### src/rtl/bmm_pkg.sv
// bmm_pkg: request and response types, decode codes and address map constants
// for the banked memory map decoder
// no dependencies
package bmm_pkg;

    typedef struct packed {
        logic        action;
        logic [15:0] address;
        logic [7:0]  write_data;
        logic        in_boot;
    } req_t;

    typedef struct packed {
        logic [2:0]  target;
        logic [15:0] fwd_address;
        logic [7:0]  fwd_data;
        logic [7:0]  read_data;
    } rsp_t;

    localparam logic [2:0] TGT_INTERNAL = 3'd0;
    localparam logic [2:0] TGT_BOOT     = 3'd1;
    localparam logic [2:0] TGT_CART     = 3'd2;
    localparam logic [2:0] TGT_SOUND    = 3'd3;
    localparam logic [2:0] TGT_IO       = 3'd4;

    localparam logic ACT_WRITE = 1'b1;

    typedef enum logic [1:0] {
        SRC_NONE,
        SRC_VIDEO,
        SRC_WORK,
        SRC_HIGH
    } src_t;

    typedef enum logic [3:0] {
        OP_NONE,
        OP_VIDEO,
        OP_WORK,
        OP_HIGH,
        OP_VBANK,
        OP_WBANK,
        OP_BGSEL,
        OP_BGDATA,
        OP_OBJSEL,
        OP_OBJDATA
    } op_t;

    typedef struct packed {
        logic [2:0]  target;
        logic [15:0] faddr;
        logic [7:0]  fdata;
        src_t        src;
        op_t         op;
    } dec_t;

    localparam logic [15:0] BOOT_LOW_END   = 16'h0100;
    localparam logic [15:0] BOOT_HI_START  = 16'h0200;
    localparam logic [15:0] BOOT_HI_END    = 16'h0900;
    localparam logic [15:0] BOOT_SHIFT     = 16'h0100;
    localparam logic [15:0] VIDEO_START    = 16'h8000;
    localparam logic [15:0] EXT_START      = 16'hA000;
    localparam logic [15:0] WORK_START     = 16'hC000;
    localparam logic [15:0] HIGH_START     = 16'hE000;
    localparam logic [15:0] SOUND_START    = 16'hFF10;
    localparam logic [15:0] SOUND_END      = 16'hFF3F;
    localparam logic [15:0] ADDR_VBANK     = 16'hFF4F;
    localparam logic [15:0] ADDR_WBANK     = 16'hFF70;
    localparam logic [15:0] ADDR_BG_SEL    = 16'hFF68;
    localparam logic [15:0] ADDR_BG_DATA   = 16'hFF69;
    localparam logic [15:0] ADDR_OBJ_SEL   = 16'hFF6A;
    localparam logic [15:0] ADDR_OBJ_DATA  = 16'hFF6B;

    localparam logic [7:0] SEL_MASK     = 8'b1011_1111;
    localparam logic [7:0] SEL_AUTO_INC = 8'h80;

    localparam int HIGH_DEPTH = 8192;
    localparam int HIGH_AW    = 13;

    function automatic logic is_fwd_io(input logic [15:0] a);
        logic hit;
        case (a)
            16'hFF00, 16'hFF04, 16'hFF06, 16'hFF0F,
            16'hFF40, 16'hFF41, 16'hFF44, 16'hFF45, 16'hFF46,
            16'hFF50, 16'hFF51, 16'hFF52, 16'hFF53, 16'hFF54,
            16'hFF55, 16'hFFFF: hit = 1'b1;
            default: hit = 1'b0;
        endcase
        return hit;
    endfunction

endpackage

### src/rtl/bmm_decode.sv
// bmm_decode: address map decode of one bus request, with video and work
// store indexes for the current bank selects and mode
// depends on bmm_pkg
module bmm_decode #(
    parameter int VIDEO_BANK_BYTES = 8192,
    parameter int WORK_BANK_BYTES  = 4096
) (
    input  bmm_pkg::req_t                         req,
    input  logic                                  color_mode,
    input  logic                                  video_bank,
    input  logic [2:0]                            work_bank,
    output bmm_pkg::dec_t                         dec,
    output logic [$clog2(2*VIDEO_BANK_BYTES)-1:0] video_idx,
    output logic [$clog2(8*WORK_BANK_BYTES)-1:0]  work_idx
);
    import bmm_pkg::*;

    localparam int VA_W = $clog2(2*VIDEO_BANK_BYTES);
    localparam int WA_W = $clog2(8*WORK_BANK_BYTES);

    // offsets stay below eight times the modulus
    function automatic logic [15:0] wrap_mod(input logic [15:0] x, input logic [15:0] m);
        logic [18:0] step;
        logic [15:0] sub;
        sub = 16'd0;
        for (int k = 1; k < 8; k++)
        begin
            step = 19'(k) * {3'b000, m};
            if ({3'b000, x} >= step)
                sub = step[15:0];
        end
        return x - sub;
    endfunction

    logic [15:0] a;
    logic        wr;
    logic        cart;
    logic        sound;
    logic [15:0] off13;
    logic [15:0] video_full;
    logic [15:0] work_full;
    logic [15:0] vbase;
    logic [15:0] wbase;

    assign a     = req.address;
    assign wr    = (req.action == ACT_WRITE);
    assign cart  = (a < VIDEO_START) || (a >= EXT_START && a < WORK_START);
    assign sound = (a >= SOUND_START) && (a <= SOUND_END);
    assign off13 = {3'b000, a[12:0]};
    assign vbase = video_bank ? 16'(VIDEO_BANK_BYTES) : 16'd0;
    assign wbase = 16'(work_bank) * 16'(WORK_BANK_BYTES);

    always_comb
    begin
        if (color_mode)
            video_full = vbase + wrap_mod(off13, 16'(VIDEO_BANK_BYTES));
        else
            video_full = wrap_mod(off13, 16'(2*VIDEO_BANK_BYTES));

        if (!color_mode)
            work_full = wrap_mod(off13, 16'(8*WORK_BANK_BYTES));
        else if (!a[12])
            work_full = wrap_mod(off13, 16'(WORK_BANK_BYTES));
        else
            work_full = wbase + wrap_mod({4'b0000, a[11:0]}, 16'(WORK_BANK_BYTES));
    end

    assign video_idx = video_full[VA_W-1:0];
    assign work_idx  = work_full[WA_W-1:0];

    always_comb
    begin
        dec.target = TGT_INTERNAL;
        dec.faddr  = a;
        dec.fdata  = wr ? req.write_data : 8'd0;
        dec.src    = SRC_NONE;
        dec.op     = OP_NONE;
        if (!wr)
        begin
            if (req.in_boot && a < BOOT_LOW_END)
                dec.target = TGT_BOOT;
            else if (req.in_boot && a >= BOOT_HI_START && a < BOOT_HI_END)
            begin
                dec.target = TGT_BOOT;
                dec.faddr  = a - BOOT_SHIFT;
            end
            else if (cart)
                dec.target = TGT_CART;
            else if (a < EXT_START)
                dec.src = SRC_VIDEO;
            else if (a < HIGH_START)
                dec.src = SRC_WORK;
            else if (sound)
                dec.target = TGT_SOUND;
            else
                dec.src = SRC_HIGH;
        end
        else
        begin
            if (cart)
                dec.target = TGT_CART;
            else if (a < EXT_START)
                dec.op = OP_VIDEO;
            else if (a < HIGH_START)
                dec.op = OP_WORK;
            else if (sound)
                dec.target = TGT_SOUND;
            else if (is_fwd_io(a))
                dec.target = TGT_IO;
            else if (a == ADDR_VBANK)
                dec.op = OP_VBANK;
            else if (a == ADDR_WBANK)
                dec.op = OP_WBANK;
            else if (a == ADDR_BG_SEL)
                dec.op = OP_BGSEL;
            else if (a == ADDR_BG_DATA)
                dec.op = OP_BGDATA;
            else if (a == ADDR_OBJ_SEL)
                dec.op = OP_OBJSEL;
            else if (a == ADDR_OBJ_DATA)
                dec.op = OP_OBJDATA;
            else
                dec.op = OP_HIGH;
        end
    end

endmodule

### config.mk
export PLATFORM = sky130hd
export DESIGN_NAME = bmm_decode
export DESIGN_NICKNAME = d
export VERILOG_FILES = /design/src/rtl/bmm_pkg.sv /design/src/rtl/bmm_decode.sv
export SDC_FILE = /design/constraint.sdc
export NUM_CORES = 1
export LEC_CHECK = 0
export BUFFER_PORTS_ARGS = -buffer_cell sky130_fd_sc_hd__buf_2
export CORE_MARGIN = 5
export CORE_UTILIZATION = 30
export DETAILED_ROUTE_END_ITERATION = 7
export PLACE_DENSITY_LB_ADDON = 0.08
export REMOVE_ABC_BUFFERS = 1
export SYNTH_ARGS = -nofsm -noshare
export SYNTH_HDL_FRONTEND = slang
export SYNTH_SLANG_ARGS = --single-unit
### constraint.sdc
create_clock -name vclk -period 1.8
set_clock_uncertainty 0.2 [all_clocks]
set_input_delay 0.36 -clock vclk [all_inputs]
set_output_delay 0.36 -clock vclk [all_outputs]
set_load 0.03 [all_outputs]
== Word level (Yosys, flattened, before mapping) ==
Index checks and enable logic that the tools add are counted.

* $lt $le $gt $ge: 21
* $mul: 0
* Multiplexer cells: 66
* Bitwise operators: 0
* Shift-type cells: 0
* Div/mod/pow operators: 0
* Equal/unequal tests: 22
* Add/sub/neg operators: 7
* Reductions and logical operators: 7

{| class="wikitable"
|+ Operators with widths
! operator !! number
|-
| $eq A16 B16 Y1 const B || 22
|-
| $mux W14 || 14
|-
| $mux W15 || 10
|-
| $ge A13 B16 Y1 const B || 4
|-
| $lt A16 B16 Y1 const B || 4
|-
| $ge A13 B15 Y1 const B || 4
|-
| $mux W16 || 3
|-
| $mux W4 || 12
|-
| $mux W3 || 11
|-
| $ge A16 B16 Y1 const B || 2
|-
| $sub A13 B15 Y15 || 2
|-
| $ge A13 B14 Y1 const B || 2
|-
| $sub A13 B14 Y14 || 2
|-
| $ge A16 B10 Y1 const B || 1
|-
| $le A16 B16 Y1 const B || 1
|-
| $lt A16 B12 Y1 const B || 1
|-
| $lt A16 B9 Y1 const B || 1
|-
| $mux W2 || 8
|-
| $reduce_or A16 Y1 || 1
|-
| $sub A16 B9 Y16 const B || 1
|-
| $add A15 B12 Y15 || 1
|-
| $add A14 B14 Y14 || 1
|-
| $ge A13 B13 Y1 const B || 1
|-
| $mux W13 || 1
|-
| other kinds (4) || 13
|}

* Memories kept: 0
* RAM bits: 0
* Register bits after elaboration: 0
* Word-level logic and storage cells: 123
* Input port bits: 31
* Bits in latches: 0
* Memory bits (read-only): 0

== Longest topological paths before layout ==
* Word-level depth: 14
* Gate-level depth with buffers: 6
* Mapped depth without buffers: 6

== Worst setup path after synthesis ==
No wires, ideal clock.

* Path kind: input to output
* Start: in req[17] (netlist bit)
* End: out dec[30] (netlist bit)
* Required time: 1.240 ns
* Stages: 4
* Arrival: 2.026 ns
* Setup slack: -0.786 ns
* Cells stage by stage: ha_1 > nand4_1 > or2_2 > o41ai_1

{| class="wikitable"
|+ RTL lines
! item !! RTL line !! text
|-
| start, declared || bmm_decode.sv:8 || <nowiki>input bmm_pkg::req_t req,</nowiki>
|-
| end, declared || bmm_decode.sv:12 || <nowiki>output bmm_pkg::dec_t dec,</nowiki>
|}

==> Implementation_results.wiki <==
{| class="wikitable"
! Metric !! Value
|-
| Outcome || finished, violations left
|-
| Violations in the final reports || negative setup slack
|-
| Clock buffer count in the final layout || 0
|-
| Number of filler instances in the final layout || 238
|-
| Width of the die || 63.8 um
|-
| Detailed Route WL || 3.50 mm
|-
| Critical Path Fanout Max || 3
|-
| Synthesized area || between 800 and 900 um2
|-
| Die area || roughly 4100 um2
|-
| Synthesized-area fraction occupied by xor and xnor cells || 1.01%
|-
| Max Cap Violations || 0
|-
| Hold path depth || 2
|-
| Finish-stage setup viols || 13
|-
| Maximum number of pins on one net before global-route repair || 10
|-
| F_max || between 400 and 500 MHz
|-
| Min Clock Period, post-route || between 2000 and 2500 ps
|-
| Final core occ || 65.7%
|-
| Routability Congestion || 0.847
|-
| Count of input and output buffers || 93
|-
| Least-Margin Pin Slew || just under 400 ps
|-
| Fraction of layout instances using a drive strength above 1 || 73.6%
|-
| Post-route DRC violation count || 0
|-
| Worst min-delay path category || in2out
|-
| Total number of yosys warnings || 0
|-
| Worst endpoint required time || roughly 1200 ps
|-
| Simple logic cell fraction of the synthesized area || roughly two fifths
|-
| Critical Path Sink Type || output port
|-
| Largest vdd supply drop || ~0.21 mV
|-
| Ratio of routed vias to standard cells || 4.87
|-
| Total area of sequential cells || 0 um2
|-
| Multi-input gate area in the final layout || 772 um2
|-
| Power density of the placed cells || 260 nW/um2
|-
| Count of cell types in the netlist || 41
|-
| End of the worst hold path || dec[19]
|-
| Gate count of the mapped netlist || 136
|-
| Number of nets in the layout || 274
|-
| All-Layer GR Usage || around 15%
|-
| First-pass GRT wire length || 5.45 mm
|-
| Remaining antenna violation count || 0
|-
| Share of synthesized area spent on multiplexers || 1.15%
|-
| Leakage component of the power || 0.926 nW
|-
| Combinational family with the most area after synthesis || simple AND/OR/NAND/NOR gates
|-
| Vias || 1,315
|-
| Detailed placement HPWL || about 2.7 mm
|-
| Y dimension of the die || approximately 64 um
|-
| Area overhead of the layout relative to synthesis || 108%
|-
| Unrepaired setup endpoints after global routing || true
|-
| Standard-cell row count || 19
|-
| Placeable core region || between 2000 and 3000 um2
|-
| Post-synthesis compound-gate area fraction || approximately a quarter
|-
| Remaining global-route overflow || 0
|-
| First-pass iteration count of the detailed router || 4
|-
| Final hold viol count || 0
|-
| Number of sequential storage elements || 0
|-
| Startpoint type of the worst setup path || primary input
|-
| Initial antenna violation count || 0
|-
| Final Worst Setup Slack || -526 ps
|-
| Final total negative setup slack || -4830 ps
|-
| Wire length per cell after detailed routing || 13.0 um
|-
| Sequential element share of the synthesized area || 0%
|-
| Count of antenna diodes in the layout || 0
|-
| Synth Area in Adders || 2.88%
|-
| Number of top-level design ports || 93
|-
| Post-route fraction of the period consumed by the critical path || 129%
|-
| First DRT Iteration DRCs || 32
|-
| Hold wc startpoint || req[14]
|-
| Per-instance average area after synthesis || 6.39 um2
|-
| Vias in the first global route || 1,304
|-
| Start-to-end type of the worst setup path || in2out
|-
| Initial Util || about a third
|-
| CP Data Arrival Time || around 1800 ps
|-
| Number of max-slew violations in the final report || 0
|-
| Headroom to the max-slew limit || about three quarters
|}
## layout by cell type, fill, tap and decap left out, types with 3 or more instances in the layout
cell	n
buf_8	4
nand4_1	4
nand3b_1	3
buf_2	73
o21ai_0	3
inv_1	6
buf_6	14
nand2_1	4
nand2b_1	5
nor3_2	3
buf_4	51
and2_1	9
nor2_1	5
## kinds of logic after synthesis
group | Yosys count
muxes | 1
xor gates and xnor gates | 1
AOI/OAI and AO/OA | 26
and+or+nand+nor | 59
adders and majority gates | 2
buffers and inverters | 47
## final cells by class
cell class	count	area share [%]
inverter	8	1.93
multi-input combinational	89	42.6
tap	31	2.14
timing repair buffer	142	53.3
## repair_timing
item,CTS,global route
setup endpoints to repair,13,13
resized for setup,53,26
hold buffers,0,0
buffers inserted,2,5
pin swaps,15,15
## stage by stage
step | hold slack (ps) | total power [mW] | worst slack (ps) | instances | area [um2]
finish | 795 | 0.471 | -526 | 270 | 1810
detailed placement | 817 | 0.409 | -559 | 264 | 1450
global route | 800 | 0.500 | -587 | 270 | 1810
global placement | 814 | 0.406 | -527 | 264 | 1450
floorplan | 520 | 0.113 | -786 | 97 | 624
CTS | 799 | 0.452 | -532 | 266 | 1670
## synthesized netlist by cell type (3+ instances only)
cell type,n,area [um2]
nor3_1,5,25.0
buf_4,23,173
and2_1,10,62.6
nand2_1,5,18.8
nand2b_1,6,37.5
or2_2,3,18.8
inv_1,8,30.0
nor4_1,5,31.3
nor2_1,8,30.0
o21ai_0,6,30.0
nand3b_1,3,22.5
a21oi_1,4,20.0
nand4_1,4,25.0
clkbuf_1,14,52.6
## worst max path at each step
stage	start	end	slack, ps
detailed placement	req[17]	dec[32]	-560
CTS	req[15]	dec[1]	-530
global placement	req[14]	dec[1]	-530
floorplan	req[17]	dec[30]	-790
finish	req[15]	dec[1]	-530
global route	req[15]	dec[1]	-590
## worst max-delay path, cell delays in order
cell	delay, ps
buf_6	90
or4_4	540
a2111oi_4	270
nor4_2	100
o2111a_1	260
buf_6	140
## metal layers
metal	track usage [%]	part of all wire (%)
met5	0	0
met4	2.34	0.43
met3	2.28	9.1
met2	30.0	53
met1	16.6	37
## report_power, final
part,switching (mW),internal [mW]
registers,0,0
logic,0.278,0.193
clock network,0,0
Note: power is estimated with default switching activity, not from simulation.
